$ cat src/rtl/bsoc_pkg.sv
// shared types and constant tables of the battery state-of-charge lookup
package bsoc_pkg;

	localparam int unsigned POINTS   = 18;
	localparam int unsigned SEGS     = POINTS - 1;
	localparam int unsigned IDX_W    = 5;
	localparam int unsigned MV_W     = 16;
	localparam int unsigned CNT_W    = 4;
	localparam int unsigned RECIP_W  = 21;
	localparam int unsigned RECIP_SH = 20;
	localparam int unsigned OFS_W    = 7;
	localparam int unsigned COEF_W   = 20;
	localparam int unsigned COEF_SH  = 14;
	localparam int unsigned PCT_W    = 7;
	localparam int unsigned FINE_W   = 15;

	localparam logic [FINE_W-1:0] FINE_FULL = 15'd25600;
	localparam logic [FINE_W-1:0] FINE_HALF = 15'd128;
	localparam logic [PCT_W-1:0]  PCT_MAX   = 7'd100;

	// open-circuit voltage breakpoints in mV
	localparam logic [12:0] OCV_MV [POINTS] = '{
		13'd3000, 13'd3100, 13'd3200, 13'd3300, 13'd3400,
		13'd3500, 13'd3600, 13'd3700, 13'd3750, 13'd3800,
		13'd3850, 13'd3900, 13'd3950, 13'd4000, 13'd4050,
		13'd4100, 13'd4150, 13'd4200
	};

	// charge at each breakpoint in whole percent
	localparam logic [PCT_W-1:0] OCV_PCT [POINTS] = '{
		7'd0,  7'd1,  7'd3,  7'd6,  7'd10,
		7'd15, 7'd22, 7'd32, 7'd40, 7'd52,
		7'd62, 7'd70, 7'd78, 7'd84, 7'd89,
		7'd93, 7'd97, 7'd100
	};

	// ceil(2^22 * rise / span) per segment: offset * coef >> 14 is the exact
	// truncated 1/256-percent slope term for offsets below the span
	localparam logic [COEF_W-1:0] SEG_COEF [SEGS] = '{
		20'd41944,  20'd83887,  20'd125830, 20'd167773, 20'd209716,
		20'd293602, 20'd419431, 20'd671089, 20'd1006633, 20'd838861,
		20'd671089, 20'd671089, 20'd503317, 20'd419431, 20'd335545,
		20'd335545, 20'd251659
	};

	// ceil(2^20 / count), a zero count acts as one; exact for 16-bit dividends
	localparam logic [RECIP_W-1:0] CELL_RECIP [16] = '{
		21'd1048576, 21'd1048576, 21'd524288, 21'd349526,
		21'd262144,  21'd209716,  21'd174763, 21'd149797,
		21'd131072,  21'd116509,  21'd104858, 21'd95326,
		21'd87382,   21'd80660,   21'd74899,  21'd69906
	};

	localparam logic [CNT_W-1:0] CELL_COUNT_RST = 4'd2;

	typedef struct packed {
		logic             zero;
		logic             full;
		logic [IDX_W-1:0] lo;
		logic [OFS_W-1:0] offset;
	} seg_t;

endpackage

$ cat src/rtl/bsoc_if.sv
// valid/ready channels for pack voltage samples and charge results
interface bsoc_in_if;
	logic        valid;
	logic        ready;
	logic [15:0] pack_mv;

	modport source (output valid, output pack_mv, input ready);
	modport sink (input valid, input pack_mv, output ready);
endinterface

interface bsoc_out_if;
	logic        valid;
	logic        ready;
	logic [14:0] soc_fine;
	logic [6:0]  soc_percent;

	modport source (output valid, output soc_fine, output soc_percent, input ready);
	modport sink (input valid, input soc_fine, input soc_percent, output ready);
endinterface

$ cat src/rtl/bsoc_seg_find.sv
// locates the table segment holding a cell voltage and the offset into it
module bsoc_seg_find (
	input  logic [bsoc_pkg::MV_W-1:0] cell_mv,
	output bsoc_pkg::seg_t            seg
);

	logic [bsoc_pkg::IDX_W-1:0] lo;
	logic [bsoc_pkg::MV_W-1:0]  diff;

	// last breakpoint at or below the voltage, inner points only
	always_comb begin
		lo = '0;
		for (int k = 1; k < bsoc_pkg::SEGS; k++) begin
			if (cell_mv >= bsoc_pkg::MV_W'(bsoc_pkg::OCV_MV[k]))
				lo = bsoc_pkg::IDX_W'(k);
		end
	end

	assign diff = cell_mv - bsoc_pkg::MV_W'(bsoc_pkg::OCV_MV[lo]);

	always_comb begin
		seg.zero   = cell_mv <= bsoc_pkg::MV_W'(bsoc_pkg::OCV_MV[0]);
		seg.full   = cell_mv >= bsoc_pkg::MV_W'(bsoc_pkg::OCV_MV[bsoc_pkg::POINTS-1]);
		seg.lo     = lo;
		seg.offset = diff[bsoc_pkg::OFS_W-1:0];
	end

endmodule

$ cat src/rtl/battery_soc_lookup.sv
// battery state of charge from pack voltage: four-stage interpolation pipeline
//
// sample carries the pack voltage in mV, result carries the charge in
// 1/256 percent and in whole percent (rounded half up), one result per
// sample in input order. cfg_we/cfg_wdata load the series cell count; write
// it only while the pipeline is empty. A count of zero acts as one.
// Throughput is one sample per cycle while the receiver is ready: stage 1
// divides by the cell count through a reciprocal multiply, stage 2 finds
// the table segment, stage 3 multiplies the offset by the segment slope,
// stage 4 adds the base charge and rounds. Each stage holds its own valid
// bit and moves on when the next stage is empty or moving, so a stalled
// receiver holds the result in place while upstream bubbles fill; nothing
// is dropped or repeated.
// Reset empties the pipeline and sets the cell count to two.
module battery_soc_lookup (
	input  logic                      clk,
	input  logic                      arst_n,
	bsoc_in_if.sink                   sample,
	bsoc_out_if.source                result,
	input  logic                      cfg_we,
	input  logic [bsoc_pkg::CNT_W-1:0] cfg_wdata
);

	logic [bsoc_pkg::RECIP_W-1:0] recip_q;

	logic                                         valid_s1, valid_s2, valid_s3, valid_s4;
	logic                                         en_s1, en_s2, en_s3, en_s4;
	logic [bsoc_pkg::MV_W-1:0]                    cell_s1;
	bsoc_pkg::seg_t                               seg_s2;
	logic                                         zero_s3, full_s3;
	logic [bsoc_pkg::PCT_W-1:0]                   base_s3;
	logic [bsoc_pkg::OFS_W+bsoc_pkg::COEF_W-1:0]  prod_s3;
	logic [bsoc_pkg::FINE_W-1:0]                  fine_s4;
	logic [bsoc_pkg::PCT_W-1:0]                   pct_s4;

	logic [bsoc_pkg::MV_W+bsoc_pkg::RECIP_W-1:0]  quot_full;
	bsoc_pkg::seg_t                               seg_c;
	logic [bsoc_pkg::FINE_W-1:0]                  fine_c;
	logic [bsoc_pkg::FINE_W:0]                    round_c;
	logic [bsoc_pkg::PCT_W-1:0]                   pct_c;

	always_ff @(posedge clk or negedge arst_n) begin
		if (!arst_n) begin
			recip_q <= bsoc_pkg::CELL_RECIP[bsoc_pkg::CELL_COUNT_RST];
		end else if (cfg_we) begin
			recip_q <= bsoc_pkg::CELL_RECIP[cfg_wdata];
		end
	end

	assign en_s4        = !valid_s4 || result.ready;
	assign en_s3        = !valid_s3 || en_s4;
	assign en_s2        = !valid_s2 || en_s3;
	assign en_s1        = !valid_s1 || en_s2;
	assign sample.ready = en_s1;

	always_ff @(posedge clk or negedge arst_n) begin
		if (!arst_n) begin
			valid_s1 <= 1'b0;
			valid_s2 <= 1'b0;
			valid_s3 <= 1'b0;
			valid_s4 <= 1'b0;
		end else begin
			if (en_s1) valid_s1 <= sample.valid;
			if (en_s2) valid_s2 <= valid_s1;
			if (en_s3) valid_s3 <= valid_s2;
			if (en_s4) valid_s4 <= valid_s3;
		end
	end

	// cell voltage = pack * ceil(2^20/count) >> 20
	assign quot_full = sample.pack_mv * recip_q;

	always_ff @(posedge clk) begin
		if (en_s1 && sample.valid) begin
			cell_s1 <= quot_full[bsoc_pkg::RECIP_SH +: bsoc_pkg::MV_W];
		end
	end

	bsoc_seg_find u_seg_find (
		.cell_mv (cell_s1),
		.seg     (seg_c)
	);

	always_ff @(posedge clk) begin
		if (en_s2 && valid_s1) begin
			seg_s2 <= seg_c;
		end
	end

	always_ff @(posedge clk) begin
		if (en_s3 && valid_s2) begin
			zero_s3 <= seg_s2.zero;
			full_s3 <= seg_s2.full;
			base_s3 <= bsoc_pkg::OCV_PCT[seg_s2.lo];
			prod_s3 <= seg_s2.offset * bsoc_pkg::SEG_COEF[seg_s2.lo];
		end
	end

	always_comb begin
		priority if (zero_s3) begin
			fine_c = '0;
		end else if (full_s3) begin
			fine_c = bsoc_pkg::FINE_FULL;
		end else begin
			fine_c = {base_s3, 8'd0}
				+ bsoc_pkg::FINE_W'(prod_s3[bsoc_pkg::OFS_W+bsoc_pkg::COEF_W-1:bsoc_pkg::COEF_SH]);
		end
		round_c = {1'b0, fine_c} + {1'b0, bsoc_pkg::FINE_HALF};
		pct_c   = (round_c[bsoc_pkg::FINE_W:8] > {1'b0, bsoc_pkg::PCT_MAX})
			? bsoc_pkg::PCT_MAX : round_c[8 +: bsoc_pkg::PCT_W];
	end

	always_ff @(posedge clk) begin
		if (en_s4 && valid_s3) begin
			fine_s4 <= fine_c;
			pct_s4  <= pct_c;
		end
	end

	assign result.valid       = valid_s4;
	assign result.soc_fine    = fine_s4;
	assign result.soc_percent = pct_s4;

endmodule

$ cat src/flat_wrapper.sv
// flat-port wrapper written by rule: the top's interface ports become plain ports
module battery_soc_lookup_flat 
  (clk, arst_n, cfg_we, cfg_wdata, sample_valid, sample_pack_mv, sample_ready, result_valid, result_soc_fine, result_soc_percent, result_ready);
  bsoc_in_if sample_i ();
  bsoc_out_if result_i ();
  input  logic clk;
  input  logic arst_n;
  input  logic cfg_we;
  input  logic [bsoc_pkg::CNT_W-1:0] cfg_wdata;
  input wire logic [$bits(sample_i.valid)-1:0] sample_valid;
  input wire logic [$bits(sample_i.pack_mv)-1:0] sample_pack_mv;
  output wire logic [$bits(sample_i.ready)-1:0] sample_ready;
  output wire logic [$bits(result_i.valid)-1:0] result_valid;
  output wire logic [$bits(result_i.soc_fine)-1:0] result_soc_fine;
  output wire logic [$bits(result_i.soc_percent)-1:0] result_soc_percent;
  input wire logic [$bits(result_i.ready)-1:0] result_ready;
  assign sample_i.valid = sample_valid;
  assign sample_i.pack_mv = sample_pack_mv;
  assign sample_ready = sample_i.ready;
  assign result_valid = result_i.valid;
  assign result_soc_fine = result_i.soc_fine;
  assign result_soc_percent = result_i.soc_percent;
  assign result_i.ready = result_ready;
  battery_soc_lookup u_core (.clk(clk), .arst_n(arst_n), .sample(sample_i), .result(result_i), .cfg_we(cfg_we), .cfg_wdata(cfg_wdata));
endmodule
$ cat config.mk
export PLATFORM = sky130hd
export DESIGN_NAME = battery_soc_lookup_flat
export DESIGN_NICKNAME = d
export VERILOG_FILES = /design/src/rtl/bsoc_pkg.sv /design/src/rtl/bsoc_if.sv /design/src/rtl/bsoc_seg_find.sv /design/src/rtl/battery_soc_lookup.sv /design/src/flat_wrapper.sv
export SDC_FILE = /design/constraint.sdc
export NUM_CORES = 1
export LEC_CHECK = 0
export BUFFER_PORTS_ARGS = -buffer_cell sky130_fd_sc_hd__buf_2
export CORE_ASPECT_RATIO = 0.6
export CORE_UTILIZATION = 35
export CTS_BUF_LIST = sky130_fd_sc_hd__clkbuf_8
export CTS_CLUSTER_SIZE = 25
export DETAILED_ROUTE_END_ITERATION = 12
export RECOVER_POWER = 25
export SYNTH_ARGS = -nofsm -noshare
export SYNTH_HDL_FRONTEND = slang
export SYNTH_SLANG_ARGS = --single-unit
$ cat constraint.sdc
create_clock -name clk -period 13.6 [get_ports clk]
set_clock_uncertainty 0.05 [all_clocks]
set_input_delay 2.04 -clock clk [delete_from_list [all_inputs] [get_ports clk]]
set_output_delay 2.04 -clock clk [all_outputs]
set_load 0.005 [all_outputs]
==> out/summary.md <==
* net count of the mapped netlist: 2653
* Worst Max-Slew Pin Slew: 1.83 ns
* number of detailed-route iterations in the first pass: 5
* Layout area overhead: 4.94%
* portion of the post-synthesis area used by sequential elements: 14.6%
* post-layout minimum cycle time: 8.12 ns
* fraction of synthesis flops using an asynchronous set or reset pin: 24.5%
* critical path class: in2reg
* synthesized instance count: 2100
* mean routed wirelength per cell: 17.7 um
* final wirelength: 49400 um
* Clk Latency, worst-skew pair: 0.45 ns
* Vias/cell: 5.05
* number of resized instances in the post-cts repair step: 0
* utilization of the core after routing: 37.3%
* period utilisation layout: 59.7%
* total of flip-flops plus latches after synthesis: 98
* violated checks: capacitance limit, slew limit
* relative slew slack: -21.9%
* clock slew at reported path FFs: 0.12 ns
* setup repair after global routing missed its margin: no
* global-route wire length before repair: 79700 um
* initial antenna violation count: 3
* max-capacitance violation count: 1
* Main synth FF type: sky130_fd_sc_hd__edfxtp_1
* total core area: 54300 sq um
* critical-path maximum fanout: 20
* DP HPWL: 39900 um
* largest net degree at the start of global routing: 36
* x dimension of the die: 305 um
* critical path required time: 13.82 ns
* buffers inserted by post-CTS timing repair: 0
* CTS tree: built
* average size of a mapped cell: 9.19 sq um
* Sum Neg Setup Slack: 0 ns
* Post-DRT Antenna Nets: 0
* Ys Warns: 0
* final count of hold timing violations: 0
* share of post-route cells with drive strength above 1: 4.69%
* number of pins exceeding their max-slew limit in the final report: 25
* number of global-route vias before repair: 14391
* starting density of the core: 35.5%
* DRC Markers: 0
* # rows: 66
* clock buffers created by TritonCTS: 9
* violation count after the first detailed-routing iteration: 1054
* overall routing resource usage: 18.2%
* cell at the root of the clock tree: sky130_fd_sc_hd__clkbuf_8
* number of placed I/O pins: 49
* CTS Buffer Depth: 2
* element type at the critical path end: flip-flop
* # hold bufs at CTS: 0
* Cell Area, Synth: 19300 sq um
* clock sink count: 98
* # port buffers: 48
* number of enable flip-flop cells after synthesis: 74
* NumNets Final: 2615
* area enclosed by the die boundary: 56100 sq um
* total number of vias: 14055
* H-Tree Depth: 3
* global route total overflow: 0
* number of unique standard cell types used by synthesis: 79
* final weighted congestion in routability-driven placement: 0.916
* Arr. time, crit path: 8.33 ns
* critical path launch point type: input port
* vertical extent of the die: 184 um
* result of the run: complete, but fails checks
* Final setup violation count: 0
* path class of the lowest-slack min-delay path: reg2reg
* Fin Hold WS: 0.394 ns
* timing-limited maximum frequency: 123 MHz
final cells by class:
| cell class | count | area (sq um) |
|---|---|---|
| antenna | 2 | 5.00 |
| clock buffer | 9 | 124 |
| clock inverter | 7 | 81.3 |
| fill | 5446 | 34100 |
| inverter | 401 | 1510 |
| multi-input combinational | 1499 | 14500 |
| sequential | 98 | 2820 |
| tap | 714 | 893 |
| timing repair buffer | 53 | 277 |
synthesized netlist by cell type (8+ instances only):
cell type | n | share of area [%]
sky130_fd_sc_hd__inv_1 | 401 | 7.8
sky130_fd_sc_hd__fa_1 | 352 | 37
sky130_fd_sc_hd__nand2_1 | 351 | 6.8
sky130_fd_sc_hd__ha_1 | 176 | 11
sky130_fd_sc_hd__and2_1 | 154 | 5.0
sky130_fd_sc_hd__clkbuf_1 | 90 | 1.8
sky130_fd_sc_hd__edfxtp_1 | 74 | 12
sky130_fd_sc_hd__a21oi_1 | 73 | 1.9
sky130_fd_sc_hd__nor2_1 | 69 | 1.3
sky130_fd_sc_hd__o21ai_0 | 31 | 0.80
sky130_fd_sc_hd__xnor2_1 | 29 | 1.3
sky130_fd_sc_hd__dfrtp_1 | 23 | 3.0
sky130_fd_sc_hd__a21o_1 | 19 | 0.74
sky130_fd_sc_hd__nor3_1 | 17 | 0.44
sky130_fd_sc_hd__a31oi_1 | 15 | 0.49
sky130_fd_sc_hd__nand2b_1 | 14 | 0.45
sky130_fd_sc_hd__nand3_1 | 14 | 0.36
sky130_fd_sc_hd__xor2_1 | 14 | 0.64
sky130_fd_sc_hd__nand4_1 | 13 | 0.42
sky130_fd_sc_hd__o21a_1 | 11 | 0.43
sky130_fd_sc_hd__a211oi_1 | 9 | 0.35
sky130_fd_sc_hd__and3_1 | 9 | 0.29
sky130_fd_sc_hd__nor2b_1 | 9 | 0.29
sky130_fd_sc_hd__nor4_1 | 8 | 0.26
state kept, by name (all words and copies together), names as in the netlist:
register,flops
u_core.cell_s1,16
u_core.valid_s1,1
u_core.result.soc_percent,7
u_core.valid_s2,1
u_core.prod_s3,13
u_core.full_s3,1
u_core.seg_s2,14
u_core.result.soc_fine,15
u_core.zero_s3,1
u_core.valid_s3,1
u_core.recip_q,20
u_core.base_s3,7
u_core.result.valid,1
layout by cell type, fill, tap and decap left out, drive strengths merged, types with 7 or more instances in the layout:
| master | count |
|---|---|
| a211oi | 9 |
| a21o | 19 |
| a21oi | 75 |
| a31oi | 15 |
| and2 | 155 |
| and3 | 9 |
| buf | 52 |
| clkbuf | 10 |
| dfrtp | 23 |
| edfxtp | 74 |
| fa | 352 |
| ha | 176 |
| inv | 404 |
| nand2 | 352 |
| nand2b | 15 |
| nand3 | 14 |
| nand4 | 13 |
| nor2 | 71 |
| nor2b | 9 |
| nor3 | 17 |
| nor4 | 11 |
| o21a | 12 |
| o21ai | 35 |
| o31ai | 7 |
| or3 | 7 |
| xnor2 | 29 |
| xor2 | 14 |
cells by family after synthesis:
| logic type | Yosys count | share of synthesized area (%) |
|---|---|---|
| muxes | 11 | 0.610 |
| buffers and inverters | 503 | 9.90 |
| and+or+nand+nor | 690 | 17.1 |
| AOI/OAI and AO/OA | 227 | 7.87 |
| adders and majority gates | 528 | 47.9 |
| DFF | 98 | 14.6 |
| xor gates and xnor gates | 43 | 1.95 |
critical path, cell delays in order:
cell and delay, ns:
sky130_fd_sc_hd__buf_2 0.40, sky130_fd_sc_hd__nand2_1 0.29, sky130_fd_sc_hd__inv_1 0.23, sky130_fd_sc_hd__fa_1 0.45, sky130_fd_sc_hd__fa_1 0.47, sky130_fd_sc_hd__ha_1 0.33, sky130_fd_sc_hd__fa_1 0.54, sky130_fd_sc_hd__inv_1 0.06
sky130_fd_sc_hd__fa_1 0.57, sky130_fd_sc_hd__inv_1 0.07, sky130_fd_sc_hd__fa_1 0.47, sky130_fd_sc_hd__ha_1 0.32, sky130_fd_sc_hd__a211oi_1 0.31, sky130_fd_sc_hd__o211ai_1 0.15, sky130_fd_sc_hd__a32oi_1 0.32, sky130_fd_sc_hd__a21oi_1 0.20
sky130_fd_sc_hd__nor4_2 0.39, sky130_fd_sc_hd__o31ai_2 0.17, sky130_fd_sc_hd__a2111o_1 0.43, sky130_fd_sc_hd__o2111ai_1 0.11
through the flow:
stage                     instances  setup slack, ns  cell area, sq um
final                          2783             5.48             20200
after CTS                      2781             5.50             20300
after global routing           2783             5.11             20200
after detailed placement       2765             5.03             20100
after global placement         2765             5.11             20100
after floorplan                2100             5.60             19300
layer usage:
layer	track usage [%]	routed length [um]	vias to the layer above	part of all wire, %
met1	27.1	23900	7027	48
met5	0	0	-	0
met4	2.36	380	0	0.77
met3	6.31	5450	25	11
met2	25.6	19600	547	40
li1	-	-	6456	-
final timing paths:
check / start / endpoint / slack [ns] / cells after the start
worst max-delay path: sample_pack_mv[8] / u_core.cell_s1[9]$_DFFE_PP_ / 5.48 / 20
worst min-delay path: u_core.seg_s2[12]$_DFFE_PP_ / u_core.full_s3$_DFFE_PP_ / 0.39 / 0
worst max register to register: u_core.seg_s2[8]$_DFFE_PP_ / u_core.prod_s3[26]$_DFFE_PP_ / 6.05 / 22
worst min register to register: u_core.seg_s2[12]$_DFFE_PP_ / u_core.full_s3$_DFFE_PP_ / 0.39 / 0
max in group asynchronous: arst_n / u_core.valid_s3$_DFFE_PN0P_ / 10.42 / 1
min in group asynchronous: arst_n / u_core.recip_q[20]$_DFFE_PN0P_ / 2.03 / 1
Power is left out: the tool's default activity adds up to more than one toggle a clock period on the data nets, which glitch-free logic cannot reach.
